--- src/rtl/core/tcfa_pkg.sv ---
// ----------------------------------------------------------------------------
// tcfa_pkg
// Shared constants and types for the tile-coding feature allocator.
// ----------------------------------------------------------------------------
package tcfa_pkg;

    localparam int MAX_TILINGS_DEF   = 8;
    localparam int MAX_DIMS_DEF      = 16;
    localparam int TABLE_ENTRIES_DEF = 256;

    localparam logic [11:0] ID_LIMIT = 12'd2048;
    localparam logic [3:0]  ACT_RST  = 4'd8;

    localparam logic CMD_LOAD   = 1'b0;
    localparam logic CMD_SAMPLE = 1'b1;

    // word handed from the front to the back through the queue
    typedef struct packed {
        logic        cmd;
        logic [2:0]  tiling_index;
        logic [3:0]  dim_index;
        logic        dim_enabled;
        logic [31:0] offset_value;
        logic [31:0] inverse_width;
        logic [31:0] sample_value;
        logic        last_element;
    } t_word;

endpackage

--- src/rtl/core/tcfa_queue.sv ---
// ----------------------------------------------------------------------------
// tcfa_queue
// Front part: takes command words and holds them in a short queue.
// ----------------------------------------------------------------------------
module tcfa_queue #(
    parameter int DEPTH = 2
) (
    input  logic            i_clk,
    input  logic            i_rst_n,
    input  logic            i_push,
    input  tcfa_pkg::t_word i_word,
    output logic            o_full,
    output logic            o_empty,
    input  logic            i_pop,
    output tcfa_pkg::t_word o_word
);

    localparam int AW = (DEPTH > 1) ? $clog2(DEPTH) : 1;

    tcfa_pkg::t_word r_buf [DEPTH];
    logic [AW-1:0]   r_wp, r_rp;
    logic [AW:0]     r_cnt;

    assign o_full  = (r_cnt == (AW+1)'(DEPTH));
    assign o_empty = (r_cnt == '0);
    assign o_word  = r_buf[r_rp];

    // pointer and count
    always_ff @(posedge i_clk) begin
        if (!i_rst_n) begin
            r_wp  <= '0;
            r_rp  <= '0;
            r_cnt <= '0;
        end else begin
            if (i_push) begin
                r_wp <= (r_wp == AW'(DEPTH-1)) ? '0 : r_wp + 1'b1;
            end
            if (i_pop) begin
                r_rp <= (r_rp == AW'(DEPTH-1)) ? '0 : r_rp + 1'b1;
            end
            r_cnt <= r_cnt + (AW+1)'(i_push) - (AW+1)'(i_pop);
        end
    end

    // storage
    always_ff @(posedge i_clk) begin
        if (i_push) begin
            r_buf[r_wp] <= i_word;
        end
    end

endmodule

--- config.mk ---
export PLATFORM = sky130hd
export DESIGN_NAME = tcfa_queue
export DESIGN_NICKNAME = d
export VERILOG_FILES = /design/src/rtl/core/tcfa_pkg.sv /design/src/rtl/core/tcfa_queue.sv
export SDC_FILE = /design/constraint.sdc
export NUM_CORES = 1
export LEC_CHECK = 0
export CAP_MARGIN = 20
export CORE_AREA = 5 5 127 129
export CTS_BUF_LIST = sky130_fd_sc_hd__clkbuf_8 sky130_fd_sc_hd__clkbuf_16
export CTS_CLUSTER_DIAMETER = 80
export CTS_CLUSTER_SIZE = 10
export DETAILED_ROUTE_END_ITERATION = 16
export DIE_AREA = 0 0 132 134
export DONT_BUFFER_PORTS = 1
export PLACE_DENSITY_LB_ADDON = 0.1
export SETUP_SLACK_MARGIN = 0.02
export SLEW_MARGIN = 10
export SYNTH_ARGS = -nofsm -noshare
export SYNTH_HDL_FRONTEND = slang
export SYNTH_SLANG_ARGS = --single-unit
--- constraint.sdc ---
create_clock -name i_clk -period 10.4 [get_ports i_clk]
set_input_delay 1.04 -clock i_clk [delete_from_list [all_inputs] [get_ports i_clk]]
set_output_delay 1.04 -clock i_clk [all_outputs]
set_load 0.03 [all_outputs]
# --- Word level (Yosys, flattened, before mapping) ---
# Memory sizes are Yosys's and may differ from the RTL's. A register that Yosys moved wholly into a read port is not among the register bits.
# Index checks and enable logic that the tools add are counted.
op_classes:
  n_reduce_logical: 1
  n_eq_ne: 1
  add_sub_neg: 4
  n_mux: 6
op_table:
  columns: ["cell", "n"]
  rows:
  - ["2-to-1 mux 1 bit", 6]
  - ["adder 1 bit (second input constant)", 2]
  - ["adder 2 x 1 -> 2 bit", 1]
  - ["equality test 2 bit (second input constant)", 1]
  - ["logical NOT 2 bit", 1]
  - ["subtractor 2 x 1 -> 2 bit", 1]
word_totals:
  input_bits: 110
  output_inout_bits: 108
  register_bits: 4
  elab_cells: 16
  memories: 1
  mem_bits_rw: 212
memory_table:
  columns: ["name", "depth", "width", "read_ports", "rd_ports_with_merged_regs", "wr", "line", "source"]
  rows:
  - ["r_buf", 2, 106, 1, 1, 1, "tcfa_queue.sv:20", "tcfa_pkg::t_word r_buf [DEPTH];"]

# --- Depth between registers and ports, before layout ---
# Gate-level depths: netlist of run 1.
logic_depth:
  depth_word: 4
  mapped_depth: 6
  ltp_nobuf: 6

# --- Worst setup path after synthesis of run 1 ---
# Ideal clock, no wire load.
synth_timing:
  path_kind: "input to register"
  startpoint: "in i_push"
  endpoint: "mem r_buf[0][0] (netlist name), enable pin"
  stages: 1
  setup_slack_ns: 4.136
  arrival_ns: 5.679
  path_cell_list: "nor2b_1"
synth_via:
  elab_chain_len: 2
synth_lines:
  columns: ["item", "line", "source"]
  rows:
  - ["start: declaration", "tcfa_queue.sv:10", "input logic i_push,"]
  - ["2-to-1 mux 1 bit", "tcfa_queue.sv:47", "if (i_push) begin"]
  - ["2-to-1 mux 1 bit (not written as such)", "tcfa_queue.sv:48", "r_buf[r_wp] <= i_word;"]
  - ["end: declaration", "tcfa_queue.sv:20", null]
# No other way between the ends.

==> reports/results.tsv, run 1 <==
stage	metric	value	unit
finish	Final Net Count	481	
global_route	first-pass GRT wire length	20100	um
floorplan	Initial Util	0.538	
clock_tree	H-tree Lvls	1	
synth	Synth Area per Inst	22.9	um2
run_status	status	finished clean	
critical_path	CP bufs+invs	1	
run	max_cap viols	0	
placed_design	PortBufs	0	
critical_path	Largest stage delay, worst path	0.81	ns
synth	syn nets	463	
critical_path	endpoint type of the worst setup path	output port	
finish	storage element area	6470	um2
route	First-pass DRT Iterations	4	
synth	mapped cell area	8030	um2
finish	multi-input logic area	1470	um2
floorplan	Die Span Y	134	um
synth	ranking of synthesized cells by area	edfxtp_1 (79%), mux2_2 (9.3%), mux2_4 (7.5%), dfxtp_1 (1.2%), buf_6 (0.84%)	
clock_tree	TritonCTS Sinks	217	
pwr	combinational power share	0.107	
timing	final hold viol count	0	
synth	synth warn	0	
route	via count	3136	
synth	sequential area share after synthesis	0.805	
route	Iter 0 DRT Violations	124	
finish	# fillers	1057	
clock_tree	Worst-path clk slew	0.05	ns
timing	Final WS setup	6.67	ns
timing	worst-margin pin slew	0.980	ns
pwr	pwr/cell area	221	nW/um2
route	Routed WL per cell	23.6	um
critical_path	CP required	9.36	ns
placed_design	routability cong.	0.661	
global_route	total global routing overflow	0	
route	drt drc	0	
global_route	antenna violations before repair	0	
pwr	Sw Share	0.233	
timing	unrepaired setup endpoints after global routing	no	
timing	Setup TNS	0	ns
floorplan	Die X	132	um
floorplan	Rows	45	
critical_path	peak fanout along the critical path	55	
min_path	Worst Hold Class	reg2reg	
synth	Yosys reg bits	217	
finish	Area Growth Syn to Fin	10.5	%
clock_tree	# Post-CTS Setup Buffers	0	
critical_path	Crit path max-delay family	flip-flops	
pwr	total power	1.96	mW
synth	number of distinct library cells after synthesis	14	
timing	clk_skew	0.00985	ns
timing	worst rel slew slack	0.345	
finish	layout cells sized above 1	0.368	
clock_tree	cell chosen for the clock root	clkbuf_16	
critical_path	critical path type	reg2out	
critical_path	Startpoint Class	flip-flop	
finish	antenna fix cells	0	
clock_tree	cts bufs inserted	25	
placed_design	worst slack at placement	7.13	ns
floorplan	CORE AREA	14900	um2
floorplan	Die Footprint	17700	um2
pwr	sw power	0.457	mW
synth	Syn Inst Count	351	
synth	top cell type's share of synthesized area	0.793	
route	drt total wl	13400	um
floorplan	io pins	218	
timing	max-slew violations	0	
clock_tree	CTS Hold Bufs	0	
clock_tree	Max clock buf depth	3	
timing	FMAX	0.268	GHz
pwr	register share of total power	0.526	
route	Vias per Instance	5.54	
pwr	Pint	1.50	mW
synth	post-synth top area cell	edfxtp_1	
timing	Final min period	3.73	ns
clock_tree	Resize count post-CTS	0	
critical_path	slowest cell on the critical path	dfxtp_4	
pwr	clock share of power	0.367	
timing	Setup Viol. Count Final	0	
critical_path	Arrival @ worst endpoint	2.69	ns
global_route	Global Route Usage Sum	0.146	
critical_path	Cell Chain, Critical Path	buf_4 > mux2_2	
timing	period utilisation layout	0.359	
global_route	largest net degree at the start of global routing	73	
pwr	maximum vdd drop	0.139	mV
clock_tree	worst skew pair latency	0.50	ns
pwr	Leakage	3.03	nW
clock_tree	CTS tree	yes	
global_route	vias in the first global route	3426	
finish	final core area utilization	0.595	
timing	worst hold slack	0.566	ns
route	Post-DRT Antenna Nets	0	
==> layout make-up <==
| class | instances | area share |
|---|---|---|
| Sequential cell | 217 | 0.729 |
| Multi-Input combinational cell | 120 | 0.166 |
| Clock buffer | 25 | 0.0705 |
| Tap cell | 188 | 0.0265 |
| Clock inverter | 11 | 0.00535 |
| Timing Repair Buffer | 3 | 0.00254 |
| Inverter | 2 | 0.000845 |
==> cell usage after synthesis (all sizes together) <==
cell type and n:
and2 4, buf 12, dfxtp 5, edfxtp 212, ha 2, inv 2, mux2 106, nor2 1
nor2b 4, o21a 1, xnor3 1, xor2 1
==> metal layers <==
layer / track usage / part of all wire
met4: 0.0451 / 0.022
met5: 0 / 0
met2: 0.241 / 0.49
met1: 0.155 / 0.34
met3: 0.0930 / 0.15
==> per-stage QoR <==
step	area, um2	std cells
final	8880	566
after global routing	8880	566
after CTS	8880	566
after detailed placement	8210	530
after global placement	8210	530
after floorplan	8030	351
==> worst reg2reg max path: cells and delay by family (launching register included) <==
kind | cells | cell delay, ns
DFF | 1 | 0.34
and+or+nand+nor | 1 | 0.78
buffers and inverters | 1 | 0.86
==> worst paths after layout <==
path / from / endpoint / slack [ns] / cells after the start
max: flip-flop / o_word[95] / 6.67 / 2
min: r_rp / flip-flop / 0.57 / 2
max reg2reg: r_wp / r_buf[0][59] / 7.96 / 2
min reg2reg: r_rp / flip-flop / 0.57 / 2
==> layout by cell type, fill, tap and decap left out, drive strengths merged <==
cell type    n
clkbuf      25
clkinv       1
xnor3        1
buf          3
mux2       106
inv         12
xor2         1
and2         4
edfxtp     212
dfxtp        5
ha           2
nor2         1
nor2b        4
o21a         1
==> logic make-up after synthesis <==
kind of cell,Yosys count,share of synthesized area
multiplexers,106,0.167
flip-flops,217,0.805
XOR/XNOR,2,0.00389
AND/OR/NAND/NOR,9,0.00670
buffers and inverters,14,0.0131
AO/OA/AOI/OAI,1,0.000935
adder cells (fa/ha/maj),2,0.00311
==> flip-flops by register name (all words and copies together) (netlist names), named ones only <==
| register | cells |
|---|---|
| r_buf | 212 |
| r_cnt | 2 |
| r_rp | 1 |
| r_wp | 1 |
==> power by group through the flow <==
stage                     Sequential (mW)  Clock [mW]  Combinational (mW)
after floorplan                      1.04           0               0.199
after global routing                 1.04       0.783               0.219
after global placement               1.05           0               0.213
final                                1.03       0.719               0.209
after CTS                            1.03       0.739               0.214
after detailed placement             1.05           0               0.214
(Power assumes the default switching activity.)
==> inputs of run 2 (changes only) <==
==> constraint.sdc (replaced) <==
create_clock -name i_clk -period 3.23 [get_ports i_clk]
set_input_delay 0.323 -clock i_clk [delete_from_list [all_inputs] [get_ports i_clk]]
set_output_delay 0.323 -clock i_clk [all_outputs]
set_load 0.03 [all_outputs]
==> run 2 against run 1 <==
Non-clock buffer count grew 110. Highest routed layer unchanged. Count of clock-buffer cells in the layout is the same. Final cell count grew 20%. Sequential share of layout area shrank 8.1 points. Core utilization grew 7.5 points. Power grew to 3.3 times the previous value. Critical endpoint is now o_word[38]. Clock power grew to 3.2 times the previous value. Worst setup slack lost 5.6 ns. Register-to-register slack lost 6.4 ns. Critical path depth is the same. Hold slack lost 0.51 ns.
==> reports/results.tsv, run 2 (same netlist as run 1, synthesis figures left out) <==
stage	metric	value	unit	change
placed_design	PortBufs	0		unchanged
global_route	vias in the first global route	4001		+17%
route	met2 wire len	7690	um	+16%
floorplan	CORE AREA	14900	um2	unchanged
min_path	Worst Hold Class	in2reg		
critical_path	endpoint type of the worst setup path	output port		
critical_path	CP bufs+invs	1		unchanged
floorplan	Die X	132	um	unchanged
run	max_cap viols	0		unchanged
clock_tree	cts bufs inserted	25		unchanged
finish	Largest regs	r_buf x212, r_cnt x2		
pwr	Leakage	3.50	nW	+16%
finish	fin cells	677		+20%
finish	layout cells sized above 1	0.289		-0.0788
floorplan	Rows	45		unchanged
route	Vias per Instance	5.32		-3.9%
clock_tree	CTS tree	yes		
route	First-pass DRT Iterations	4		unchanged
timing	unrepaired setup endpoints after global routing	no		
finish	final core area utilization	0.670		+0.0748
critical_path	Arrival @ worst endpoint	1.87	ns	-0.82 ns
timing	worst-margin pin slew	0.758	ns	-0.223 ns
clock_tree	worst skew pair latency	0.49	ns	about the same
clock_tree	Resize count post-CTS	0		unchanged
critical_path	critical path type	reg2out		
finish	Area Growth Syn to Fin	24.4	%	
route	Routed WL per cell	22.2	um	-6.1%
timing	Setup Viol. Count Final	0		unchanged
placed_design	placed cell count	533		+0.57%
timing	FMAX	0.457	GHz	
global_route	antenna violations before repair	1		+1
finish	post-route cell area	10000	um2	+13%
critical_path	Startpoint Class	flip-flop		
critical_path	CP required	2.91	ns	-6.45 ns
placed_design	DP HPWL	9450	um	
route	drt drc	0		unchanged
floorplan	Die Span Y	134	um	unchanged
placed_design	Post-DP Area	8250	um2	+0.58%
global_route	largest net degree at the start of global routing	59		-19%
pwr	pwr/cell area	645	nW/um2	+190%
critical_path	Crit path max-delay family	multiplexers		
floorplan	Initial Util	0.538		unchanged
pwr	total power	6.44	mW	+230%
critical_path	peak fanout along the critical path	48		-13%
route	Metal-1 WL	5670	um	+26%
clock_tree	cell chosen for the clock root	clkbuf_16		
route	Iter 0 DRT Violations	200		+61%
route	via count	3605		+15%
critical_path	Cell Chain, Critical Path	buf_4 > mux2_2		
critical_path	Largest stage delay, worst path	0.50	ns	-0.31 ns
clock_tree	TritonCTS Sinks	217		unchanged
pwr	maximum vdd drop	0.482	mV	+250%
timing	period utilisation layout	0.677		
timing	Setup TNS	0	ns	unchanged
finish	Biggest register	r_buf		
timing	Final min period	2.19	ns	
route	Met3 Wirelength	1330	um	-32%
floorplan	Die Footprint	17700	um2	unchanged
finish	most frequent cells in the layout	edfxtp_1 (212), dlygate4sd3_1 (107), mux2_2 (66)		
timing	max-slew violations	0		unchanged
timing	worst rel slew slack	0.495		+0.150
clock_tree	Max clock buf depth	3		unchanged
timing	clk_skew	0.00355	ns	-0.00631 ns
global_route	Global Route Usage Sum	0.165		+0.0189
clock_tree	Worst-path clk slew	0.05	ns	about the same
finish	Final Net Count	591		+23%
finish	max reg flops	212		unchanged
timing	final hold viol count	0		unchanged
route	drt total wl	15000	um	+12%
run_status	status	finished clean		
floorplan	io pins	218		unchanged
finish	commonest non-fill, non-tap cell in the layout	edfxtp_1		
route	Post-DRT Antenna Nets	0		unchanged
placed_design	routability cong.	0.751		+14%
route	Top Metal Used	met4		
global_route	first-pass GRT wire length	22800	um	+14%
global_route	total global routing overflow	0		unchanged
critical_path	slowest cell on the critical path	mux2_2		
clock_tree	H-tree Lvls	1		unchanged
-- run 2: changes by cell type in the layout (fill, tap and decap cells not counted), sizes merged --
cell	previous run	this run
buf	3	6
diode	0	1
dlygate4sd3	0	107
-- run 2: stage by stage --
step / hold slack [ns] / worst slack, ns
2_1_floorplan: 0.422 / 0.868
3_3_place_gp: 0.422 / 1.58
3_5_place_dp: 0.422 / 1.55
4_1_cts: 0.0428 / 1.02
5_1_grt: 0.0409 / 0.954
6_report: 0.0571 / 1.04
-- run 2: metal layers --
layer  GRT usage  vias to the layer above
li1            -                     1641
met1       0.194                     1781
met2       0.282                      156
met3      0.0608                       27
met4      0.0571                        0
met5           0                        -
-- run 2: cell type report --
class,instances,area [um2]
clock buffer,25,626
antenna,1,2.50
tap,188,235
sequential,217,6470
clock inverter,11,42.5
multi-input combinational,120,1470
inverter,2,7.51
fill,988,4920
timing repair buffer,113,1140
-- run 2: worst reg2reg max path: cells and delay by family, from the launching register on --
family | cells | cell delay, ns
buffers and inverters | 1 | 0.46
and+or+nand+nor | 1 | 0.43
DFF | 1 | 0.39
-- run 2: final timing paths --
check	start	to	slack, ns	cells after the start
worst min register to register	r_rp	r_rp	0.60	2
worst max-delay path	flip-flop	o_word[38]	1.04	2
worst min-delay path	i_push	r_wp	0.06	2
worst max register to register	r_wp	r_buf[1][78]	1.59	2
-- run 2: power by group --
group / total (mW) / switching [mW] / internal, mW
logic: 0.835 / 0.533 / 0.302
clock network: 2.31 / 0.940 / 1.37
registers: 3.30 / 0.0418 / 3.26
total: 6.44 / 1.51 / 4.93
-- run 2: timing repair --
action	CTS	global route
hold buffers	107	0
buffers inserted	0	0
hold endpoints to repair	217	0
